<file path="src/hw/rtl/mtu_pkg.sv">
// Shared types and constants for the matrix transform unit.
// No dependencies.
package mtu_pkg;

  localparam logic [2:0] CMD_WRITE = 3'd0;
  localparam logic [2:0] CMD_READ  = 3'd1;
  localparam logic [2:0] CMD_ROTX  = 3'd2;
  localparam logic [2:0] CMD_ROTY  = 3'd3;
  localparam logic [2:0] CMD_ROTZ  = 3'd4;
  localparam logic [2:0] CMD_TRANS = 3'd5;
  localparam logic [2:0] CMD_SCALE = 3'd6;

  localparam int TRIG_BITS    = 24;
  localparam int CORDIC_STEPS = 16;
  localparam logic signed [33:0] CORDIC_START = 34'sd10188014;

  // Arctangent table, 2^-32 turn units.
  function automatic logic signed [33:0] atan_turn(input logic [3:0] i);
    logic signed [33:0] r;
    unique case (i)
      4'd0:  r = 34'sd536870912;
      4'd1:  r = 34'sd316933406;
      4'd2:  r = 34'sd167458907;
      4'd3:  r = 34'sd85004756;
      4'd4:  r = 34'sd42667331;
      4'd5:  r = 34'sd21354465;
      4'd6:  r = 34'sd10679838;
      4'd7:  r = 34'sd5340245;
      4'd8:  r = 34'sd2670163;
      4'd9:  r = 34'sd1335087;
      4'd10: r = 34'sd667544;
      4'd11: r = 34'sd333772;
      4'd12: r = 34'sd166886;
      4'd13: r = 34'sd83443;
      4'd14: r = 34'sd41722;
      default: r = 34'sd20861;
    endcase
    return r;
  endfunction

  // Datapath operations issued by the controller.
  typedef enum logic [3:0] {
    OP_NONE, OP_LOAD, OP_WRITE, OP_READ, OP_CORDIC, OP_QUAD,
    OP_MUL1, OP_MUL2, OP_STORE, OP_TRANS, OP_SCALE_MUL, OP_SCALE_ST, OP_CLEAR
  } op_t;

  typedef struct packed {
    op_t        op;
    logic [3:0] idx_a;  // entry or CORDIC step
    logic [3:0] idx_b;
    logic [1:0] coef;   // which coefficient pair for mixing
  } dp_cmd_t;

endpackage

</file>
<file path="src/hw/rtl/mtu_ctrl.sv">
// Controller FSM: sequences one command through the datapath.
// Depends on mtu_pkg.
module mtu_ctrl (
  input  logic                    clk,
  input  logic                    rst,
  input  logic                    in_fire,
  input  logic [2:0]              in_cmd,
  input  logic                    out_busy,
  output logic                    in_ready,
  output logic                    done,
  output mtu_pkg::dp_cmd_t        cmd
);
  import mtu_pkg::*;

  localparam logic [2:0] S_IDLE = 3'd0;
  localparam logic [2:0] S_CORD = 3'd1;
  localparam logic [2:0] S_QUAD = 3'd2;
  localparam logic [2:0] S_ROW  = 3'd3;
  localparam logic [2:0] S_DONE = 3'd4;

  logic [2:0] state, state_next;
  logic [2:0] op;
  logic [3:0] cnt, cnt_next;
  logic [3:0] u, v;

  always_ff @(posedge clk) begin
    if (rst) begin
      state <= S_IDLE;
      cnt   <= '0;
      op    <= CMD_READ;
    end else begin
      state <= state_next;
      cnt   <= cnt_next;
      if (in_fire) op <= in_cmd;
    end
  end

  // Column pair mixed by each rotation.
  always_comb begin
    unique case (op)
      CMD_ROTX: begin u = 4'd1; v = 4'd2; end
      CMD_ROTY: begin u = 4'd0; v = 4'd2; end
      default:  begin u = 4'd0; v = 4'd1; end
    endcase
  end

  assign in_ready = (state == S_IDLE) && !out_busy;

  // Row steps: cnt[3:2] row, cnt[1:0] phase (mul u', mul v', store).
  always_comb begin
    state_next = state;
    cnt_next   = cnt;
    done       = 1'b0;
    cmd        = '{op: OP_NONE, idx_a: 4'd0, idx_b: 4'd0, coef: 2'd0};
    unique case (state)
      S_IDLE: begin
        if (in_fire) begin
          cnt_next = '0;
          unique case (in_cmd)
            CMD_ROTX, CMD_ROTY, CMD_ROTZ: begin
              cmd.op = OP_LOAD;
              state_next = S_CORD;
            end
            CMD_WRITE: begin cmd.op = OP_WRITE; state_next = S_DONE; end
            CMD_READ:  begin cmd.op = OP_READ;  state_next = S_DONE; end
            CMD_TRANS: begin cmd.op = OP_TRANS; state_next = S_DONE; end
            CMD_SCALE: begin cmd.op = OP_SCALE_MUL; state_next = S_ROW; end
            default:   begin cmd.op = OP_CLEAR; state_next = S_DONE; end
          endcase
        end
      end
      S_CORD: begin
        cmd.op = OP_CORDIC;
        cmd.idx_a = cnt;
        cnt_next = cnt + 4'd1;
        if (cnt == 4'(CORDIC_STEPS - 1)) state_next = S_QUAD;
      end
      S_QUAD: begin
        cmd.op = OP_QUAD;
        cnt_next = '0;
        state_next = S_ROW;
      end
      S_ROW: begin
        if (op == CMD_SCALE) begin
          // cnt 0..2: store diag, multiply next
          cmd.op = OP_SCALE_ST;
          cmd.idx_a = cnt;
          cnt_next = cnt + 4'd1;
          if (cnt == 4'd2) state_next = S_DONE;
        end else begin
          cmd.idx_a = {cnt[3:2], 2'b00} + u;
          cmd.idx_b = {cnt[3:2], 2'b00} + v;
          unique case (cnt[1:0])
            2'd0: begin cmd.op = OP_MUL1; cmd.coef = 2'd0; end
            2'd1: begin cmd.op = OP_MUL2; cmd.coef = 2'd1; end
            default: cmd.op = OP_STORE;
          endcase
          if (cnt[1:0] == 2'd2) begin
            cnt_next = {cnt[3:2] + 2'd1, 2'b00};
            if (cnt[3:2] == 2'd3) state_next = S_DONE;
          end else begin
            cnt_next = cnt + 4'd1;
          end
        end
      end
      S_DONE: begin
        done = 1'b1;
        state_next = S_IDLE;
      end
      default: state_next = S_IDLE;
    endcase
  end
endmodule

</file>
<file path="config.mk">
export PLATFORM = sky130hd
export DESIGN_NAME = mtu_ctrl
export DESIGN_NICKNAME = d
export VERILOG_FILES = /design/src/hw/rtl/mtu_pkg.sv /design/src/hw/rtl/mtu_ctrl.sv
export SDC_FILE = /design/constraint.sdc
export NUM_CORES = 1
export LEC_CHECK = 0
export ABC_AREA = 1
export BUFFER_PORTS_ARGS = -buffer_cell sky130_fd_sc_hd__buf_2
export CORE_MARGIN = 2
export CORE_UTILIZATION = 35
export CTS_CLUSTER_DIAMETER = 60
export DETAILED_ROUTE_END_ITERATION = 8
export SKIP_LAST_GASP = 1
export SLEW_MARGIN = 20
export SYNTH_ARGS = -nofsm -noshare
export SYNTH_HDL_FRONTEND = slang
export SYNTH_SLANG_ARGS = --single-unit
</file>
<file path="constraint.sdc">
create_clock -name clk -period 1.4 [get_ports clk]
set_input_delay 0.28 -clock clk [delete_from_list [all_inputs] [get_ports clk]]
set_output_delay 0.28 -clock clk [all_outputs]
set_load 0.03 [all_outputs]
</file>
; ---- Yosys cells after proc, flatten, opt, wreduce, memory -nomap -nowiden
; Cells that the tools add are included.
[totals]
regBits = 10
input_bits = 7
output_inout_bits = 16
elab_cells = 64
[classes]
n_addsub = 4
n_eq_ne = 23
muxes = 24
n_reduce_logical = 10
[op_table]
columns = cell, n
row1 = $pmux W4 S4, 2
row2 = $pmux W4 S5, 1
row3 = $eq A3 B2 Y1 const B, 6
row4 = $mux W3, 6
row5 = $mux W4, 4
row6 = $pmux W4 S2, 2
row7 = $eq A3 B3 Y1 const B, 5
row8 = $mux W6, 2
row9 = $pmux W3 S4, 1
row10 = $ne A3 B3 Y1 const B, 3
row11 = $add A4 B4 Y4, 2
row12 = $mux W8, 1
row13 = $eq A3 B1 Y1 const B, 2
row14 = $logic_not A3 Y1, 2
row15 = $pmux W3 S2, 1
row16 = $reduce_and A5 Y1, 1
row17 = $add A4 B1 Y4 const B, 1
row18 = $eq A2 B2 Y1 const B, 2
row19 = $eq A4 B2 Y1 const B, 1
row20 = $eq A4 B4 Y1 const B, 1
row21 = $ne A2 B2 Y1 const B, 2
row22 = $reduce_bool A4 Y1, 1
row23 = $mux W1, 3
row24 = $reduce_or A3 Y1, 1
row25 = other kinds (8), 8

; ---- Longest topological paths before layout
; Gate-level depths: netlist of run 1.
[logic_depth]
word_depth = 6
ltp_mapped = 9
mapped_depth_nobuf = 9

; ---- Worst setup path after synthesis of run 1
; OpenSTA, ideal clock, no wires.
[synth_path]
path_kind = reg-to-output
from = register state[1]
to = output cmd[13] (netlist name)
t_arrival_ns = 1.548
required_time_ns = 1.120
setup_slack_ns = -0.428
path_stages_with_launch = 6
path_buffers = 0
path_cell_list = dfxtp_1 > nor2_1 > nand2_1 > nor2_1 > inv_1 > o21ai_0
[synth_lines]
columns = item, line
row1 = start: declaration, mtu_ctrl.sv:21  ; logic [2:0] state, state_next;
row2 = start signal: assignment, mtu_ctrl.sv:32  ; state <= state_next;
row3 = end: declaration, mtu_ctrl.sv:11  ; output mtu_pkg::dp_cmd_t cmd

==> results.toml, run 1 <==
[timing]
setup_ws_ns = -0.249
rsz0062_at_grt = "yes"
final.period_utilization = 1.18
tns_ns = -2.35
setup_violations = 15
slew_violations = 0
hold_viol_final = 0
skew_ns = 0.00331
max_freq_ghz = 0.606
period_minus_slack_ns = 1.65

[layout]
layout_commonest_cell = "buf_4"
diodes = 0
final_layout_size_suffix_gt1_frac = 0.523
fin_util = 0.672
area_growth_pct = 86.6
finalNetCount = 209
fill_cells = 180
mostFrequentLayoutCells = "buf_4, nand2_1, inv_1, buf_6, o21ai_0"

[run_status]
outcome = "finished with violations"
violations = "negative setup slack"

[global_route]
grt_usage = 0.226
antenna_found_initial = 0
grt_pass1_wl_um = 4790
overflow = 0
grt_start_max_net_pins = 9
grt_pass1_vias = 1092

[power_and_ir_drop]
switchingPower_mw = 1.33
p_int_mw = 1.44
netSwitchingFraction = 0.480
power_frac_comb = 0.754
power.leakage_nw = 0.759
p_seq_frac = 0.174
ir_drop_uv = 1380
powerDensity_nw_per_um2 = 1710
pwr-share-clk = 0.072

[synthesis]
syn_nets = 153
synth_area_per_cell_um2 = 6.25
ys_ff_latch = 10
synth_area_leader_cell = "dfxtp_1"
yosysUniqueCellTypes = 24
yosysWarnings = 0
synth_top_cell_area_share = 0.231
synth_area_leaders = "dfxtp_1, nand2_1, inv_1"
syn_area_um2 = 868
synth_cells = 139
ys_seq_area_frac = 0.231

[worst_setup_path]
critPathMaxFanout = 5
start_kind = "flip-flop"
crit_arrival_ns = 1.37
critPathKind = "reg2out"
crit_path_end_kind = "primary output"
cp_data_required_time_ns = 1.12

[clocking]
cts.path.max_buffers = 2
clk_pin_slew_ns = 0.06
worst_skew_pair.late_latency_ns = 0.27
cts.htree.levels = 1
cts_sinks = 10
tritoncts = "done"
clock-root-buffer = "clkbuf_4"
hold_buffers = 0
cts_buffers = 3

[detailed_routing]
drtAntennaViolNets = 0
postRouteWirelength_um = 2850
drt_iter0_markers = 18
num_vias = 1143
remaining_drc_errors = 0
viasPerCell = 5.13
drt-pass1-iter-count = 4
routedWlPerCell_um = 12.8

[placed_design]
port_buffers = 21
hpwl_um = 2030
gp_congestion = 0.893

[die]
die_w_um = 53.8
core_area_um2 = 2410
die-height_um = 53.8
num_rows = 18
dieArea_um2 = 2900
initial_core_util = 0.360
boundaryPins = 23

[min_path]
hp-class = "in2reg"

[job]
max_cap_violations = 0
==> layer usage <==
layer / part of all wire / GRT usage
met4: 0.022 / 0.0726
met1: 0.40 / 0.261
met5: 0 / 0
met3: 0.078 / 0.0444
met2: 0.50 / 0.413
==> worst paths after layout <==
path / from / end / slack (ns) / depth (start not counted)
setup / recovery: state[0] / cmd[6] / -0.25 / 6
hold / removal: rst / state[2] / 0.21 / 2
setup reg to reg: state[0] / state[0] / 0.04 / 10
hold reg to reg: cnt[3] / cnt[3] / 0.59 / 2
==> synth_stat cells <==
master     number
o21bai_1        1
o21ai_0        11
nor2_8          1
inv_1          24
nand2_2         2
o21ai_1         1
inv_2           2
and3_1          1
buf_4           1
nand3_2         1
conb_1          1
o2111ai_1       3
nor3_1          4
a31oi_1         1
nand3_1         9
nor2_1         17
ha_1            7
nand4_1         1
xor2_1          1
o22ai_1         1
dfxtp_1        10
nand2_1        26
a21oi_1         9
o211ai_1        4
==> per-stage QoR <==
stage	worst slack, ns	std cells	hold WS (ns)	power [mW]	instance area [um2]
6_report	-0.249	223	0.210	2.78	1620
5_1_grt	-0.316	223	0.221	2.96	1620
4_1_cts	-0.258	222	0.202	2.64	1560
3_5_place_dp	-0.115	214	0.493	1.90	1260
3_3_place_gp	-0.105	214	0.486	1.90	1260
2_1_floorplan	-0.184	139	0.358	1.36	941
==> registers in the layout (all words and copies together) (netlist names) <==
name and count:
cnt 4, op 3, state 3
==> worst max-delay path, cell delays in order (launching register included) <==
cell	delay, ns
dfxtp_4	0.39
nand2_4	0.07
nor2_8	0.16
buf_6	0.12
o2111ai_2	0.08
o21ai_1	0.10
buf_4	0.18
==> power by group through the flow <==
stage / clock [mW] / sequential [mW] / combinational [mW]
6_report: 0.199 / 0.484 / 2.09
5_1_grt: 0.220 / 0.501 / 2.24
4_1_cts: 0.203 / 0.465 / 1.97
3_5_place_dp: 0 / 0.420 / 1.48
3_3_place_gp: 0 / 0.415 / 1.48
2_1_floorplan: 0 / 0.431 / 0.933
==> kinds of logic (layout without fill, tap and decap cells) <==
logic type / count (synthesis) / after routing / share of synthesized area
xor+xnor: 1 / 1 / 0.0101
buf+inv: 27 / 81 / 0.121
simple gates: 62 / 62 / 0.324
flops: 10 / 10 / 0.231
compound gates: 31 / 31 / 0.209
other cells: 1 / 1 / 0.00432
fa+ha+maj: 7 / 7 / 0.101
==> cell type report <==
class / count / area [um2] / share of cell area
Sequential cell: 10 / 216 / 0.134
Tap cell: 30 / 37.5 / 0.0232
Clock buffer: 3 / 22.5 / 0.0139
Timing Repair Buffer: 52 / 443 / 0.273
Multi-Input combinational cell: 102 / 791 / 0.488
Inverter: 26 / 110 / 0.0680
==> what timing repair did <==
item / in CTS / in global routing
buffers inserted: 6 / 2
pin swaps: 8 / 7
endpoints found under the setup margin: 21 / 22
resized for setup: 69 / 18
cloned: 0 / 0
(Power assumes the default switching activity.)
==> run 2: changes to the inputs <==
--- a/config.mk
+++ b/config.mk
@@ -11,6 +11,7 @@
 export CORE_UTILIZATION = 35
 export CTS_CLUSTER_DIAMETER = 60
 export DETAILED_ROUTE_END_ITERATION = 8
+export PLACE_DENSITY_LB_ADDON = 0.05
 export SKIP_LAST_GASP = 1
 export SLEW_MARGIN = 20
 export SYNTH_ARGS = -nofsm -noshare
==> run 2 against run 1 <==
Critical path depth is 1 lower. Sequential cell count unchanged. Sequential share of layout area fell by 1.3 points. Critical path type unchanged. Sequential power fell by 3%. Clock skew is 0.0026 ns higher. The run still ends with negative setup slack left. Maximum frequency is 3.1% lower. Setup slack lost 0.053 ns.
==> results.toml, run 2 (synthesis results as in run 1) <==
[run_status]
outcome = "finished with violations"
violations = "negative setup slack"

[timing]
max_freq_ghz = 0.588
setup_ws_ns = -0.302
final.period_utilization = 1.22
fin_hold_ws_ns = 0.192
period_minus_slack_ns = 1.70
rsz0062_at_grt = "yes"
hold_viol_final = 0
setup_violations = 15
skew_ns = 0.00589
slew_violations = 0
tns_ns = -2.92

[job]
max_cap_violations = 0

[layout]
largest_reg_flops = 4
diodes = 0
regArea_um2 = 215
final_layout_size_suffix_gt1_frac = 0.607
layout_commonest_cell = "buf_4"
top_register = "cnt"
finalNetCount = 217
top_regs = "cnt (4), op (3), state (3)"
multiInputGateArea_um2 = 865
area_growth_pct = 105
fill_cells = 168
mostFrequentLayoutCells = "buf_4, buf_6, nand2_1"

[clocking]
cts_sinks = 10
clk_pin_slew_ns = 0.08
tritoncts = "done"
worst_skew_pair.late_latency_ns = 0.27
cts_buffers = 3
clock-root-buffer = "clkbuf_4"
cts.path.max_buffers = 2
cts.htree.levels = 1

[worst_setup_path]
crit_path_end_kind = "primary output"
cpMaxStageDelayCell = "dfxtp_2"
cp_data_required_time_ns = 1.12
start_kind = "flip-flop"
critPathKind = "reg2out"
reg2reg_depth = 9
cp_top_family = "buffers and inverters"
crit_arrival_ns = 1.42
crit_top_cell = "buf_6"
critPathMaxFanout = 6
slowest_delay_ns = 0.33
rr_endpoint = "state[1]"
critPathBufInv = 3
r2r-start = "state[2]"
r2r_slack_ns = 0.05
path_cells = "buf_6 -> nor2_8 -> inv_2 -> o2111ai_2 -> buf_6"

[power_and_ir_drop]
switchingPower_mw = 1.43
pwr-share-clk = 0.072
p_seq_frac = 0.160
ir_drop_uv = 1660
netSwitchingFraction = 0.484
p_int_mw = 1.52
power_frac_comb = 0.768
finalPower_mw = 2.96
powerDensity_nw_per_um2 = 1660
power.leakage_nw = 0.815

[detailed_routing]
num_vias = 1142
drt_iter0_markers = 18
postRouteWirelength_um = 3100
wl_met3_um = 142
met1_length_um = 1350
routedWlPerCell_um = 13.4
wl_met2_um = 1580
viasPerCell = 4.94
highest_layer = "met4"
drt-pass1-iter-count = 4
remaining_drc_errors = 0
drtAntennaViolNets = 0

[die]
die_w_um = 53.8
dieArea_um2 = 2900
initial_core_util = 0.360
die-height_um = 53.8
boundaryPins = 23
core_area_um2 = 2410
num_rows = 18

[global_route]
grt_pass1_wl_um = 4750
grt_pass1_vias = 1072
grt_usage = 0.223
overflow = 0
grt_start_max_net_pins = 9
antenna_found_initial = 0

[placed_design]
port_buffers = 21
hpwl_um = 2030
gp_congestion = 0.827

[min_path]
hold_end = "state[2]"
hp-class = "in2reg"
hold_start = "rst"
holdPathStages = 2
-- run 2: changes by cell type in the layout (fill, tap and decap cells not counted), moves of 4 or more --
cell,before,now
inv_1,18,14
nand2_2,1,6
inv_2,3,9
nand2_1,25,19
-- run 2: per-stage QoR --
step / instance area [um2] / util / setup slack (ns) / std cells
2_1_floorplan: 941 / - / -0.184 / 139
3_3_place_gp: 1290 / 0.537 / -0.103 / 218
3_5_place_dp: 1290 / 0.537 / -0.109 / 218
4_1_cts: 1560 / 0.647 / -0.257 / 225
5_1_grt: 1780 / 0.740 / -0.353 / 231
6_report: 1780 / 0.740 / -0.302 / 231
-- run 2: power groups by stage --
stage                     registers [mW]  logic (mW)  clock network [mW]
after floorplan                    0.431       0.933                   0
after global placement             0.417        1.53                   0
after detailed placement           0.418        1.52                   0
after CTS                          0.453        1.93               0.215
after global routing               0.482        2.43               0.225
final                              0.471        2.27               0.214
-- run 2: area by class of cell --
type,instances,area share
inverter,26,0.0589
multi-input combinational,102,0.485
sequential,10,0.121
clock buffer,3,0.0126
tap,30,0.0210
timing repair buffer,60,0.302
-- run 2: how the worst max path moves through the flow --
stage | start | to | slack, ns | cells past startpoint
after global routing | state[2] | cmd[10] | -0.35 | 5
final | state[2] | cmd[10] | -0.30 | 5
after floorplan | state[1] | cmd[13] | -0.18 | 5
after CTS | state[1] | cmd[12] | -0.26 | 6
after global placement | cnt[0] | cmd[13] | -0.10 | 6
after detailed placement | cnt[1] | cmd[13] | -0.11 | 6
-- run 2: timing repair --
| item | 4_1_cts | 5_1_grt |
|---|---|---|
| pin swaps | 10 | 14 |
| resized for setup | 62 | 47 |
| setup endpoints to repair | 17 | 22 |
| hold buffers | 0 | 0 |
| buffers inserted | 5 | 7 |
-- run 2: metal layers --
metal / vias up / track usage
li1: 586 / -
met1: 520 / 0.294
met2: 32 / 0.374
met3: 4 / 0.0306
met4: 0 / 0.0684
met5: - / 0
